**src/tlts_pkg.sv**
```systemverilog
// Shared widths, codes and reset values for the toolpath length and time statistics block.
`timescale 1ns / 1ps
`default_nettype none
package tlts_pkg;

    // Field widths.
    localparam int COORD_W = 32;              // signed Q16.16 coordinate
    localparam int RATE_W  = 32;              // unsigned Q16.16 rate
    localparam int DIFF_W  = COORD_W;         // magnitude of a coordinate difference
    localparam int SQSUM_W = 2 * DIFF_W + 2;  // sum of three squares
    localparam int ROOT_W  = SQSUM_W / 2;     // segment length, Q17.16
    localparam int FRAC_W  = 16;
    localparam int NUM_W   = ROOT_W + FRAC_W; // dividend of the time estimate
    localparam int QUOT_W  = NUM_W;
    localparam int ACC_W   = 48;              // length and time totals, Q32.16
    localparam int TALLY_W = 32;

    // Packed stream widths.
    localparam int S_DATA_W = 7 * 32;
    localparam int S_USER_W = 3;
    localparam int M_PAY_W  = 3 * ACC_W + TALLY_W + ACC_W + TALLY_W + 1;
    localparam int M_DATA_W = ((M_PAY_W + 7) / 8) * 8;

    localparam logic [RATE_W-1:0] TRAVERSE_RATE_RESET = 32'd327680000;

    // Request codes carried in tuser.
    localparam logic ACT_SEGMENT = 1'b0;
    localparam logic ACT_FINISH  = 1'b1;

    localparam logic [1:0] KIND_RAPID  = 2'd0;
    localparam logic [1:0] KIND_FEED   = 2'd1;
    localparam logic [1:0] KIND_PLUNGE = 2'd2;

endpackage
`default_nettype wire

```
**src/tlts_sqsum.sv**
```systemverilog
// Bit-serial sum of the squares of three coordinate differences.
`timescale 1ns / 1ps
`default_nettype none
module tlts_sqsum
    import tlts_pkg::*;
(
    input  wire logic               i_clk,
    input  wire logic               i_rst_n,
    input  wire logic               i_start,
    input  wire logic [DIFF_W-1:0]  i_dx,
    input  wire logic [DIFF_W-1:0]  i_dy,
    input  wire logic [DIFF_W-1:0]  i_dz,
    output logic                    o_done,
    output logic [SQSUM_W-1:0]      o_sum
);

    localparam int CW = $clog2(DIFF_W);
    localparam logic [CW-1:0] LAST = CW'(DIFF_W - 1);

    logic              r_busy;
    logic              r_done;
    logic [CW-1:0]     r_cnt;
    logic [DIFF_W-1:0] r_mc_x, r_mc_y, r_mc_z;
    logic [DIFF_W-1:0] r_mp_x, r_mp_y, r_mp_z;
    logic [SQSUM_W-1:0] r_acc;
    logic [DIFF_W+1:0] w_pp;

    // Multiplier bits are taken most significant first, so the sum shifts left.
    assign w_pp = {2'b00, (r_mp_x[DIFF_W-1] ? r_mc_x : '0)}
                + {2'b00, (r_mp_y[DIFF_W-1] ? r_mc_y : '0)}
                + {2'b00, (r_mp_z[DIFF_W-1] ? r_mc_z : '0)};

    always_ff @(posedge i_clk) begin
        if (!i_rst_n) begin
            r_busy <= 1'b0;
            r_done <= 1'b0;
            r_cnt  <= '0;
        end else begin
            r_done <= 1'b0;
            if (i_start) begin
                r_busy <= 1'b1;
                r_cnt  <= '0;
            end else if (r_busy) begin
                r_cnt <= r_cnt + 1'b1;
                if (r_cnt == LAST) begin
                    r_busy <= 1'b0;
                    r_done <= 1'b1;
                end
            end
        end
    end

    always_ff @(posedge i_clk) begin
        if (i_start) begin
            r_mc_x <= i_dx;
            r_mc_y <= i_dy;
            r_mc_z <= i_dz;
            r_mp_x <= i_dx;
            r_mp_y <= i_dy;
            r_mp_z <= i_dz;
            r_acc  <= '0;
        end else if (r_busy) begin
            r_acc  <= {r_acc[SQSUM_W-2:0], 1'b0} + SQSUM_W'(w_pp);
            r_mp_x <= {r_mp_x[DIFF_W-2:0], 1'b0};
            r_mp_y <= {r_mp_y[DIFF_W-2:0], 1'b0};
            r_mp_z <= {r_mp_z[DIFF_W-2:0], 1'b0};
        end
    end

    assign o_done = r_done;
    assign o_sum  = r_acc;

endmodule
`default_nettype wire

```
**src/tlts_sqrt.sv**
```systemverilog
// Restoring square root, one result bit per cycle.
`timescale 1ns / 1ps
`default_nettype none
module tlts_sqrt
    import tlts_pkg::*;
(
    input  wire logic               i_clk,
    input  wire logic               i_rst_n,
    input  wire logic               i_start,
    input  wire logic [SQSUM_W-1:0] i_rad,
    output logic                    o_done,
    output logic [ROOT_W-1:0]       o_root
);

    localparam int CW    = $clog2(ROOT_W);
    localparam int REM_W = ROOT_W + 2;
    localparam int SH_W  = REM_W + 2;
    localparam logic [CW-1:0] LAST = CW'(ROOT_W - 1);

    logic               r_busy;
    logic               r_done;
    logic [CW-1:0]      r_cnt;
    logic [SQSUM_W-1:0] r_rad;
    logic [REM_W-1:0]   r_rem;
    logic [ROOT_W-1:0]  r_root;
    logic [SH_W-1:0]    w_rem_sh;
    logic [SH_W-1:0]    w_trial;
    logic [SH_W-1:0]    w_diff;
    logic               w_take;

    assign w_rem_sh = {r_rem, r_rad[SQSUM_W-1 -: 2]};
    assign w_trial  = {2'b00, r_root, 2'b01};
    assign w_take   = (w_rem_sh >= w_trial);
    assign w_diff   = w_rem_sh - w_trial;

    always_ff @(posedge i_clk) begin
        if (!i_rst_n) begin
            r_busy <= 1'b0;
            r_done <= 1'b0;
            r_cnt  <= '0;
        end else begin
            r_done <= 1'b0;
            if (i_start) begin
                r_busy <= 1'b1;
                r_cnt  <= '0;
            end else if (r_busy) begin
                r_cnt <= r_cnt + 1'b1;
                if (r_cnt == LAST) begin
                    r_busy <= 1'b0;
                    r_done <= 1'b1;
                end
            end
        end
    end

    always_ff @(posedge i_clk) begin
        if (i_start) begin
            r_rad  <= i_rad;
            r_rem  <= '0;
            r_root <= '0;
        end else if (r_busy) begin
            r_rad  <= {r_rad[SQSUM_W-3:0], 2'b00};
            r_rem  <= w_take ? w_diff[REM_W-1:0] : w_rem_sh[REM_W-1:0];
            r_root <= {r_root[ROOT_W-2:0], w_take};
        end
    end

    assign o_done = r_done;
    assign o_root = r_root;

endmodule
`default_nettype wire

```
**src/tlts_div.sv**
```systemverilog
// Restoring divider, one quotient bit per cycle.
`timescale 1ns / 1ps
`default_nettype none
module tlts_div
    import tlts_pkg::*;
(
    input  wire logic              i_clk,
    input  wire logic              i_rst_n,
    input  wire logic              i_start,
    input  wire logic [NUM_W-1:0]  i_num,
    input  wire logic [RATE_W-1:0] i_den,
    output logic                   o_done,
    output logic [QUOT_W-1:0]      o_quot
);

    localparam int CW = $clog2(NUM_W);
    localparam logic [CW-1:0] LAST = CW'(NUM_W - 1);

    logic              r_busy;
    logic              r_done;
    logic [CW-1:0]     r_cnt;
    logic [NUM_W-1:0]  r_num;
    logic [RATE_W-1:0] r_rem;
    logic [RATE_W-1:0] r_den;
    logic [RATE_W:0]   w_rem_sh;
    logic [RATE_W:0]   w_sub;
    logic              w_ge;

    assign w_rem_sh = {r_rem, r_num[NUM_W-1]};
    assign w_ge     = (w_rem_sh >= {1'b0, r_den});
    assign w_sub    = w_rem_sh - {1'b0, r_den};

    always_ff @(posedge i_clk) begin
        if (!i_rst_n) begin
            r_busy <= 1'b0;
            r_done <= 1'b0;
            r_cnt  <= '0;
        end else begin
            r_done <= 1'b0;
            if (i_start) begin
                r_busy <= 1'b1;
                r_cnt  <= '0;
            end else if (r_busy) begin
                r_cnt <= r_cnt + 1'b1;
                if (r_cnt == LAST) begin
                    r_busy <= 1'b0;
                    r_done <= 1'b1;
                end
            end
        end
    end

    // Dividend bits leave at the top while quotient bits enter at the bottom.
    always_ff @(posedge i_clk) begin
        if (i_start) begin
            r_num <= i_num;
            r_den <= i_den;
            r_rem <= '0;
        end else if (r_busy) begin
            r_num <= {r_num[NUM_W-2:0], w_ge};
            r_rem <= w_ge ? w_sub[RATE_W-1:0] : w_rem_sh[RATE_W-1:0];
        end
    end

    assign o_done = r_done;
    assign o_quot = r_num;

endmodule
`default_nettype wire

```
**src/toolpath_length_time_statistics.sv**
```systemverilog
// Top level of the toolpath length and time statistics block.
`timescale 1ns / 1ps
`default_nettype none
// Toolpath length and time statistics. Each segment request carries a move kind, start and
// end points in signed Q16.16 and a feed rate; its Euclidean length is added to the total
// for its kind and length / rate is added to the estimated minutes, with rapids using the
// rapid rate register instead. A finish request emits every total on the master side as one
// result and clears the totals. A segment keeps the block busy until it has been
// accumulated, so no new request is taken while one is worked on: the squarer loads on the
// accepting edge and runs, the square-root unit loads when the squarer reports done, the
// divider loads when the root is done, then the sequencer moves on to its accumulate step
// and accumulates. When the rate is zero the divider is skipped. A finish request is held
// off while a segment is in progress or while an earlier result still waits on the master
// side and is not being taken. The rapid rate register may be written at any time the
// block is idle and takes effect for the next segment.
module toolpath_length_time_statistics
    import tlts_pkg::*;
(
    input  wire logic                i_clk,
    input  wire logic                i_rst_n,
    // Configuration: rapid traverse rate, unsigned Q16.16 per minute.
    input  wire logic                i_cfg_wr_en,
    input  wire logic [RATE_W-1:0]   i_cfg_wr_data,
    // Slave side.
    input  wire logic                i_s_tvalid,
    output logic                     o_s_tready,
    // tdata from bit 0: start_x, start_y, start_z, end_x, end_y, end_z, move_rate.
    input  wire logic [S_DATA_W-1:0] i_s_tdata,
    // tuser from bit 0: action, move_kind.
    input  wire logic [S_USER_W-1:0] i_s_tuser,
    // Master side.
    output logic                     o_m_tvalid,
    input  wire logic                i_m_tready,
    // tdata from bit 0: rapid_total, feed_total, plunge_total, segments_seen, minutes_total,
    // retracts_seen, rate_fault, then zero padding.
    output logic [M_DATA_W-1:0]      o_m_tdata
);

    typedef enum logic [2:0] {
        S_IDLE,
        S_SQ,
        S_ROOT,
        S_DIV,
        S_ACC
    } t_state;

    t_state              r_state;
    logic [RATE_W-1:0]   r_traverse_rate;
    logic [1:0]          r_kind;
    logic [RATE_W-1:0]   r_rate;
    logic                r_rise;
    logic [ACC_W-1:0]    r_rapid_sum;
    logic [ACC_W-1:0]    r_feed_sum;
    logic [ACC_W-1:0]    r_plunge_sum;
    logic [ACC_W-1:0]    r_min_sum;
    logic [TALLY_W-1:0]  r_seg_tally;
    logic [TALLY_W-1:0]  r_ret_tally;
    logic                r_fault;
    logic                r_out_valid;
    logic [M_DATA_W-1:0] r_out_data;

    // Request fields.
    logic                       w_action;
    logic [1:0]                 w_move_kind;
    logic signed [COORD_W-1:0]  w_start_x, w_start_y, w_start_z;
    logic signed [COORD_W-1:0]  w_end_x, w_end_y, w_end_z;
    logic [RATE_W-1:0]          w_move_rate;

    logic signed [COORD_W:0]    w_dx_s, w_dy_s, w_dz_s;
    logic [DIFF_W-1:0]          w_dx_a, w_dy_a, w_dz_a;

    logic                       w_s_acc;
    logic                       w_finish_acc;
    logic                       w_seg_acc;

    logic                       w_sq_done;
    logic [SQSUM_W-1:0]         w_sqsum;
    logic                       w_root_done;
    logic [ROOT_W-1:0]          w_root;
    logic                       w_div_start;
    logic                       w_div_done;
    logic [QUOT_W-1:0]          w_quot;

    logic [ACC_W:0]             w_len_sum;
    logic [ACC_W-1:0]           w_len_sat;
    logic [ACC_W+1:0]           w_min_add;
    logic [ACC_W-1:0]           w_min_sat;
    logic [M_PAY_W-1:0]         w_payload;

    assign w_action    = i_s_tuser[0];
    assign w_move_kind = i_s_tuser[2:1];
    assign w_start_x   = i_s_tdata[0*COORD_W +: COORD_W];
    assign w_start_y   = i_s_tdata[1*COORD_W +: COORD_W];
    assign w_start_z   = i_s_tdata[2*COORD_W +: COORD_W];
    assign w_end_x     = i_s_tdata[3*COORD_W +: COORD_W];
    assign w_end_y     = i_s_tdata[4*COORD_W +: COORD_W];
    assign w_end_z     = i_s_tdata[5*COORD_W +: COORD_W];
    assign w_move_rate = i_s_tdata[6*COORD_W +: RATE_W];

    // Requests are taken only when idle; a finish also waits for the last result to be taken.
    // Nothing is taken while the block is held in reset.
    assign o_s_tready   = i_rst_n && (r_state == S_IDLE)
                       && ((w_action != ACT_FINISH) || !r_out_valid || i_m_tready);
    assign w_s_acc      = i_s_tvalid && o_s_tready;
    assign w_finish_acc = w_s_acc && (w_action == ACT_FINISH);
    assign w_seg_acc    = w_s_acc && (w_action == ACT_SEGMENT);

    // Differences are exact in 33 bits; their magnitudes always fit in 32.
    assign w_dx_s = {w_end_x[COORD_W-1], w_end_x} - {w_start_x[COORD_W-1], w_start_x};
    assign w_dy_s = {w_end_y[COORD_W-1], w_end_y} - {w_start_y[COORD_W-1], w_start_y};
    assign w_dz_s = {w_end_z[COORD_W-1], w_end_z} - {w_start_z[COORD_W-1], w_start_z};
    assign w_dx_a = w_dx_s[COORD_W] ? DIFF_W'(-w_dx_s) : DIFF_W'(w_dx_s);
    assign w_dy_a = w_dy_s[COORD_W] ? DIFF_W'(-w_dy_s) : DIFF_W'(w_dy_s);
    assign w_dz_a = w_dz_s[COORD_W] ? DIFF_W'(-w_dz_s) : DIFF_W'(w_dz_s);

    tlts_sqsum u_sqsum (
        .i_clk   (i_clk),
        .i_rst_n (i_rst_n),
        .i_start (w_seg_acc),
        .i_dx    (w_dx_a),
        .i_dy    (w_dy_a),
        .i_dz    (w_dz_a),
        .o_done  (w_sq_done),
        .o_sum   (w_sqsum)
    );

    tlts_sqrt u_sqrt (
        .i_clk   (i_clk),
        .i_rst_n (i_rst_n),
        .i_start (w_sq_done),
        .i_rad   (w_sqsum),
        .o_done  (w_root_done),
        .o_root  (w_root)
    );

    // With a zero rate no time is estimated, so the divider is not started.
    assign w_div_start = w_root_done && (r_rate != '0);

    tlts_div u_div (
        .i_clk   (i_clk),
        .i_rst_n (i_rst_n),
        .i_start (w_div_start),
        .i_num   ({w_root, {FRAC_W{1'b0}}}),
        .i_den   (r_rate),
        .o_done  (w_div_done),
        .o_quot  (w_quot)
    );

    // Saturating additions. Only one length total moves per segment, so one adder serves
    // all three; the target is picked by the segment's kind.
    always_comb begin
        logic [ACC_W-1:0] v_len_base;
        case (r_kind)
            KIND_RAPID: v_len_base = r_rapid_sum;
            KIND_FEED:  v_len_base = r_feed_sum;
            default:    v_len_base = r_plunge_sum;
        endcase
        w_len_sum = {1'b0, v_len_base} + (ACC_W + 1)'(w_root);
        w_len_sat = w_len_sum[ACC_W] ? {ACC_W{1'b1}} : w_len_sum[ACC_W-1:0];
    end

    assign w_min_add = {2'b00, r_min_sum} + (ACC_W + 2)'(w_quot);
    assign w_min_sat = (w_min_add[ACC_W+1:ACC_W] != 2'b00) ? {ACC_W{1'b1}}
                                                          : w_min_add[ACC_W-1:0];

    assign w_payload = {r_fault, r_ret_tally, r_min_sum, r_seg_tally,
                        r_plunge_sum, r_feed_sum, r_rapid_sum};

    always_ff @(posedge i_clk) begin
        if (!i_rst_n) begin
            r_state         <= S_IDLE;
            r_traverse_rate <= TRAVERSE_RATE_RESET;
            r_rapid_sum     <= '0;
            r_feed_sum      <= '0;
            r_plunge_sum    <= '0;
            r_min_sum       <= '0;
            r_seg_tally     <= '0;
            r_ret_tally     <= '0;
            r_fault         <= 1'b0;
            r_out_valid     <= 1'b0;
            r_kind          <= KIND_RAPID;
            r_rate          <= '0;
            r_rise          <= 1'b0;
            r_out_data      <= '0;
        end else begin
            if (i_cfg_wr_en) begin
                r_traverse_rate <= i_cfg_wr_data;
            end

            // A new result may replace one that is taken in the same cycle.
            if (w_finish_acc) begin
                r_out_valid <= 1'b1;
            end else if (r_out_valid && i_m_tready) begin
                r_out_valid <= 1'b0;
            end

            unique case (r_state)
                S_IDLE: begin
                    if (w_finish_acc) begin
                        r_out_data   <= M_DATA_W'(w_payload);
                        r_rapid_sum  <= '0;
                        r_feed_sum   <= '0;
                        r_plunge_sum <= '0;
                        r_min_sum    <= '0;
                        r_seg_tally  <= '0;
                        r_ret_tally  <= '0;
                        r_fault      <= 1'b0;
                    end else if (w_seg_acc) begin
                        r_kind  <= w_move_kind;
                        r_rate  <= (w_move_kind == KIND_RAPID) ? r_traverse_rate
                                                               : w_move_rate;
                        r_rise  <= (w_end_z > w_start_z);
                        r_state <= S_SQ;
                    end
                end
                S_SQ: begin
                    if (w_sq_done) begin
                        r_state <= S_ROOT;
                    end
                end
                S_ROOT: begin
                    if (w_root_done) begin
                        r_state <= w_div_start ? S_DIV : S_ACC;
                    end
                end
                S_DIV: begin
                    if (w_div_done) begin
                        r_state <= S_ACC;
                    end
                end
                S_ACC: begin
                    case (r_kind)
                        KIND_RAPID: r_rapid_sum <= w_len_sat;
                        KIND_FEED:  r_feed_sum  <= w_len_sat;
                        default:    r_plunge_sum <= w_len_sat;
                    endcase
                    if (r_rate == '0) begin
                        r_fault <= 1'b1;
                    end else begin
                        r_min_sum <= w_min_sat;
                    end
                    if (r_seg_tally != {TALLY_W{1'b1}}) begin
                        r_seg_tally <= r_seg_tally + 1'b1;
                    end
                    if ((r_kind == KIND_RAPID) && r_rise
                        && (r_ret_tally != {TALLY_W{1'b1}})) begin
                        r_ret_tally <= r_ret_tally + 1'b1;
                    end
                    r_state <= S_IDLE;
                end
                default: begin
                    r_state <= S_IDLE;
                end
            endcase
        end
    end

    assign o_m_tvalid = r_out_valid;
    assign o_m_tdata  = r_out_data;

    // The squarer finishes only while the sequencer waits for it.
    a_sq_done_in_sq: assert property (@(posedge i_clk) disable iff (!i_rst_n)
        w_sq_done |-> (r_state == S_SQ))
        else $error("squarer finished outside its phase");

    // The divider finishes only while the sequencer waits for it.
    a_div_done_in_div: assert property (@(posedge i_clk) disable iff (!i_rst_n)
        w_div_done |-> (r_state == S_DIV))
        else $error("divider finished outside its phase");

    // An accepted finish request always presents a result in the next cycle.
    a_finish_emits: assert property (@(posedge i_clk) disable iff (!i_rst_n)
        w_finish_acc |=> o_m_tvalid)
        else $error("finish request produced no result");

    // An accepted finish request leaves the segment tally, minutes total and fault flag cleared.
    a_finish_clears: assert property (@(posedge i_clk) disable iff (!i_rst_n)
        w_finish_acc |=> ((r_seg_tally == '0) && (r_min_sum == '0) && !r_fault))
        else $error("totals not cleared by finish request");

endmodule
`default_nettype wire

```
**config.mk**
```make
export PLATFORM = sky130hd
export DESIGN_NAME = toolpath_length_time_statistics
export DESIGN_NICKNAME = d
export VERILOG_FILES = /design/src/tlts_pkg.sv /design/src/tlts_sqsum.sv /design/src/tlts_sqrt.sv /design/src/tlts_div.sv /design/src/toolpath_length_time_statistics.sv
export SDC_FILE = /design/constraint.sdc
export NUM_CORES = 2
export LEC_CHECK = 0
export BUFFER_PORTS_ARGS = -buffer_cell sky130_fd_sc_hd__buf_2
export CAP_MARGIN = 30
export CORE_MARGIN = 5
export CORE_UTILIZATION = 40
export CTS_BUF_LIST = sky130_fd_sc_hd__clkbuf_8
export CTS_CLUSTER_DIAMETER = 80
export DETAILED_ROUTE_END_ITERATION = 12
export MAX_ROUTING_LAYER = met4
export PLACE_DENSITY = 0.54
export SYNTH_ARGS = -nofsm -noshare
export SYNTH_HDL_FRONTEND = slang
export SYNTH_SLANG_ARGS = --single-unit
```
**constraint.sdc**
```tcl
create_clock -name i_clk -period 14.1 [get_ports i_clk]
set_clock_uncertainty 0.2 [all_clocks]
set_input_delay 4.23 -clock i_clk [delete_from_list [all_inputs] [get_ports i_clk]]
set_output_delay 4.23 -clock i_clk [all_outputs]
set_load 0.02 [all_outputs]
```
# ---- Word-level counts from Yosys, hierarchy flattened
# Cells that the tools add are included.
dict set report totals {
  ff_bits 1113
  in_bits 264
  out_inout_bits 266
  word_cells 187
}
dict set report classes {
  add_sub_neg 18
  n_lt_le_gt_ge 3
  eq_ne 23
  muxes 60
  bitwise_logic 6
  reduce_logical 40
}
# op count
set ops {}
lappend ops {{32-bit two-way mux} 17}
lappend ops {{48-bit one-hot mux with 2 select lines} 5}
lappend ops {{48-bit two-way mux} 7}
lappend ops {{66-bit two-way mux} 2}
lappend ops {{32-bit one-hot mux with 2 select lines} 2}
lappend ops {{32-bit by 32-bit subtractor with 33-bit output} 3}
lappend ops {{49-bit two-way mux} 2}
lappend ops {{32-bit negator} 3}
lappend ops {{66-bit by 34-bit adder with 66-bit output} 1}
lappend ops {{32-bit by 1-bit adder with 32-bit output, second input constant} 2}
lappend ops {{32-bit != test, second input constant} 2}
lappend ops {{48-bit by 49-bit adder with 50-bit output} 1}
lappend ops {{48-bit by 33-bit adder with 49-bit output} 1}
lappend ops {{37-bit by 35-bit greater-or-equal comparator with 1-bit output} 1}
lappend ops {{35-bit two-way mux} 1}
lappend ops {{35-bit subtractor} 1}
lappend ops {{34-bit by 32-bit adder with 34-bit output} 1}
lappend ops {{32-bit by 32-bit adder with 33-bit output} 1}
lappend ops {{33-bit by 32-bit greater-or-equal comparator with 1-bit output} 1}
lappend ops {{32-bit greater-than comparator} 1}
lappend ops {{32-bit logical NOT} 1}
lappend ops {{32-bit nonzero test} 1}
lappend ops {{32-bit subtractor} 1}
lappend ops {{3-bit AND reduction} 8}
lappend ops {{other kinds (25)} 84}

# ---- Longest topological paths before layout
dict set report logic_depth {
  ltp_word 9
  mapped_depth 39
}

# ---- Modules after synthesis
# A second synthesis with hierarchy kept.
dict set report unflattened {
  hier_cells 7211
  hier_area_um2 64305.4
}
# mod instances cells_each area_each_um2 seq_area_each_um2
set by_module_without_submodules {}
lappend by_module_without_submodules {toolpath_length_time_statistics 1 4546 35306.4 11711.2}
lappend by_module_without_submodules {tlts_sqsum 1 1222 14305.0 7226.9}
lappend by_module_without_submodules {tlts_sqrt 1 791 7911.3 3503.4}
lappend by_module_without_submodules {tlts_div 1 652 6782.8 3233.1}

# ---- Least setup slack after synthesis
# Ideal clock, no wire load.
dict set report synth_timing {
  kind {input-to-output}
  start {input port i_rst_n}
  end {output port o_s_tready}
  arrival_ns 5.300
  required_time_ns 9.670
  setup_slack_ns 4.370
  cell_stages 4
  n_path_buf 1
  path_cell_list {clkbuf_1 -> nand2b_1 -> nor3_1 -> a21boi_0}
}
dict set report synth_between {
  elab_chain_cells 2
}
# element line
set synth_rtl {}
lappend synth_rtl {{start: declaration} toolpath_length_time_statistics.sv:20} ;# input wire logic i_rst_n,
lappend synth_rtl {{1-bit logical AND} toolpath_length_time_statistics.sv:102} ;# assign o_s_tready = i_rst_n && (r_state == S_IDLE)
lappend synth_rtl {{1-bit logical AND} toolpath_length_time_statistics.sv:103} ;# && ((w_action != ACT_FINISH) || !r_out_valid || i_m_tready);
lappend synth_rtl {{end: declaration} toolpath_length_time_statistics.sv:26} ;# output logic o_s_tready,
# Every way passes these cells.

# ---- Worst setup path in the final report
# Ends and elaborated chain as after synthesis.

==> qor.yml <==
min_path:
  min_delay_worst_endpoint: "o_m_tdata[180]"
  hold_start: "o_m_tdata[180]"
  min_path_cells: 2
  hold_class: "flop to flop"
status:
  status: "finished clean"
sta:
  post-route-period-util_pct: 73.2
  setup_viol: 0
  finalCriticalPeriod_ps: 10320
  final.setup.tns_ps: 0
  fmax_mhz: 96.9
  hold_violations: 0
  relSlewSlack_pct: 34.2
  rsz0062_at_grt: "no"
  slew_violations: 0
  tightest_slew_ps: 986
  setup_ws_ps: 3780
clocking:
  post-cts-setup-buffer-count: 0
  cts-resized-gates: 0
  postCtsHoldBufs: 0
  path_clk_slew_ps: 60
  clock_latency_ps: 910
  cts_root_buf: "clkbuf_8"
  cts_sinks: 1113
  numCtsBuffers: 192
  cts_tree: "built"
  htree_levels: 4
  clock_path_buffers: 3
place:
  io_buffers: 522
  hpwl_um: 133000
  post-place-ws_ps: 3780
  gp_congestion: 0.888
global_routing:
  grt_pass1_vias: 50400
  grt_pass1_wl_um: 283000
  antenna_found_initial: 3
  grtUsageTotal_pct: 21.4
  grt_max_degree: 145
  gr-total-overflow: 0
worst_setup_path:
  worstRegToRegCells: 36
  max_stage_delay_ps: 620
  slowest_stage: "nor3_1"
  critPathKind: "input pin to output pin"
  path_buf_inv: 2
  worstPathCellList: "buf_8 -> nand2b_1 -> nor3_1 -> a21boi_0 -> buf_2"
  start_kind: "input pin"
  reg2reg_to: "u_sqsum.o_sum[65]"
  ff2ff_setup_slack_ps: 5420
  crit_path_end_kind: "output pin"
  required_ps: 9670
  critPathMaxFanout: 92
  cpLargestDelayFamily: "simple AND/OR/NAND/NOR gates"
  arrival_ps: 5890
  rr_startpoint: "u_sqsum.r_mp_x[31]"
floorplan:
  row_count: 146
  die_area_mm2: 0.167
  core_mm2: 0.158
  initial_core_util_pct: 40.1
  die_h_um: 408
  die_w_um: 408
  io_pins: 530
logic_synthesis:
  synth_flop_cell: "dfxtp_1"
  postSynthCellCount: 7407
  synth.distinct_cells: 94
  synth_edf_count: 323
  avgSynthCellArea_um2: 8.57
  synthArstFlopShare_pct: 0
  synth_top_area_share_pct: 24.9
  yosys_warnings: 0
  syn_area_mm2: 0.0635
  seq_area_frac_synth_pct: 40.2
  synthTopCellsByArea: "dfxtp_1, edfxtp_1, nand2_1, ha_1, a21boi_0"
  ys_ff_latch: 1113
  yosysTopAreaCell: "dfxtp_1"
drt:
  ant_nets: 0
  first_iter_violations: 3285
  wirelength_um: 181000
  via_per_inst: 5.26
  drt_pass1_iterations: 6
  wl_per_cell_um: 18.0
  via_count: 52900
  drc_errors: 0
flow_run:
  maxCapViolations: 0
cells_and_area:
  final_nets: 8440
  final_common_cell: "nand2_1"
  final_cell_mix: "nand2_1, dfxtp_1, buf_2, nor2_1, a21oi_1"
  syn_to_final_growth_pct: 13.3
  drive_gt1_share_pct: 12.8
power_and_ir_drop:
  vdd.ir_drop.worst_mv: 0.0643
  p_per_area_mw_per_mm2: 123
  p_leak_nw: 30.3
==> cell usage after synthesis (all sizes together), types with 11 or more instances <==
library cell and n:
o21bai 46, o211a 37, clkbuf 330, nand4 81
nor2 463, nor3 87, nor4 31, o31ai 15
a31oi 51, o211ai 22, mux2i 174, a22oi 55
edfxtp 323, a21o 182, or2 19, nand2b 60
nor3b 17, nand2 1320, dfxtp 790, buf 49
xor2 223, nand3 231, mux2 85, and2 138
and3 57, a21oi 452, xnor2 246, nor2b 134
inv 277, ha 357, a211oi 63, or3 44
o21a 43, a21boi 315, o21ai 425, and4 11
==> worst register-to-register path: cells and delay by family, from the launching register on <==
| kind | cells | cell delay (ps) |
|---|---|---|
| simple gates | 10 | 1530 |
| fa+ha+maj | 4 | 1270 |
| flops | 1 | 740 |
| xor+xnor | 3 | 810 |
| buf+inv | 1 | 50 |
| compound gates | 18 | 3920 |
==> worst max-delay path by stage <==
stage	cells past startpoint	start	to
floorplan	4	i_rst_n	o_s_tready
global placement	5	i_rst_n	o_s_tready
detailed placement	5	i_rst_n	o_s_tready
CTS	5	i_rst_n	o_s_tready
global route	5	i_rst_n	o_s_tready
finish	5	i_rst_n	o_s_tready
==> per-stage QoR <==
| stage | cells | cell area, µm² | hold WS, ps | power [mW] | util (%) |
|---|---|---|---|---|---|
| CTS | 10000 | 71900 | 261 | 8.93 | 45.5 |
| finish | 10100 | 72000 | 259 | 8.84 | 45.5 |
| floorplan | 7413 | 63500 | 231 | 5.31 | - |
| global placement | 9679 | 67800 | 247 | 5.78 | 42.8 |
| global route | 10100 | 72000 | 271 | 9.37 | 45.5 |
| detailed placement | 9687 | 67900 | 247 | 5.81 | 42.9 |
==> flip-flops by register name, indices dropped and copies added, names as in the netlist, 33 cells and up <==
| signal | flops |
|---|---|
| r_rapid_sum | 48 |
| r_min_sum | 48 |
| r_feed_sum | 48 |
| u_sqrt.o_root | 33 |
| u_sqrt.r_rem | 35 |
| u_sqsum.o_sum | 66 |
| o_m_tdata | 257 |
| u_sqrt.r_rad | 66 |
| r_plunge_sum | 48 |
| u_div.o_quot | 49 |
==> kinds of logic after synthesis <==
family | share of synthesized area [%]
AOI/OAI and AO/OA | 18.4
muxes | 4.25
buffers and inverters | 3.93
other | 0.00591
adders and majority gates | 7.32
and+or+nand+nor | 19.4
DFF | 40.2
xor gates and xnor gates | 6.48
==> routing by layer <==
| layer | track usage, % | wire length, µm | vias to the layer above |
|---|---|---|---|
| met5 | - | 0 | - |
| met4 | 6.54 | 4980 | 0 |
| met3 | 3.07 | 7740 | 260 |
| met2 | 35.2 | 85600 | 1108 |
| met1 | 27.4 | 83000 | 24800 |
| li1 | - | - | 26700 |
==> power by group <==
part	internal, mW	leakage, nW	switching [mW]
combinational	0.881	18.6	1.23
clock	1.68	2.31	1.40
sequential	3.50	9.39	0.145
==> layout make-up <==
cell class | instances | area [µm²]
fill | 15800 | 86200
multi-input combinational | 5644 | 35600
sequential | 1113 | 25500
timing repair buffer | 582 | 3150
clock buffer | 228 | 3140
tap | 2072 | 2590
inverter | 277 | 1050
clock inverter | 134 | 933
antenna | 1 | 2.50
No activity file was read; power rests on OpenSTA's default activity.
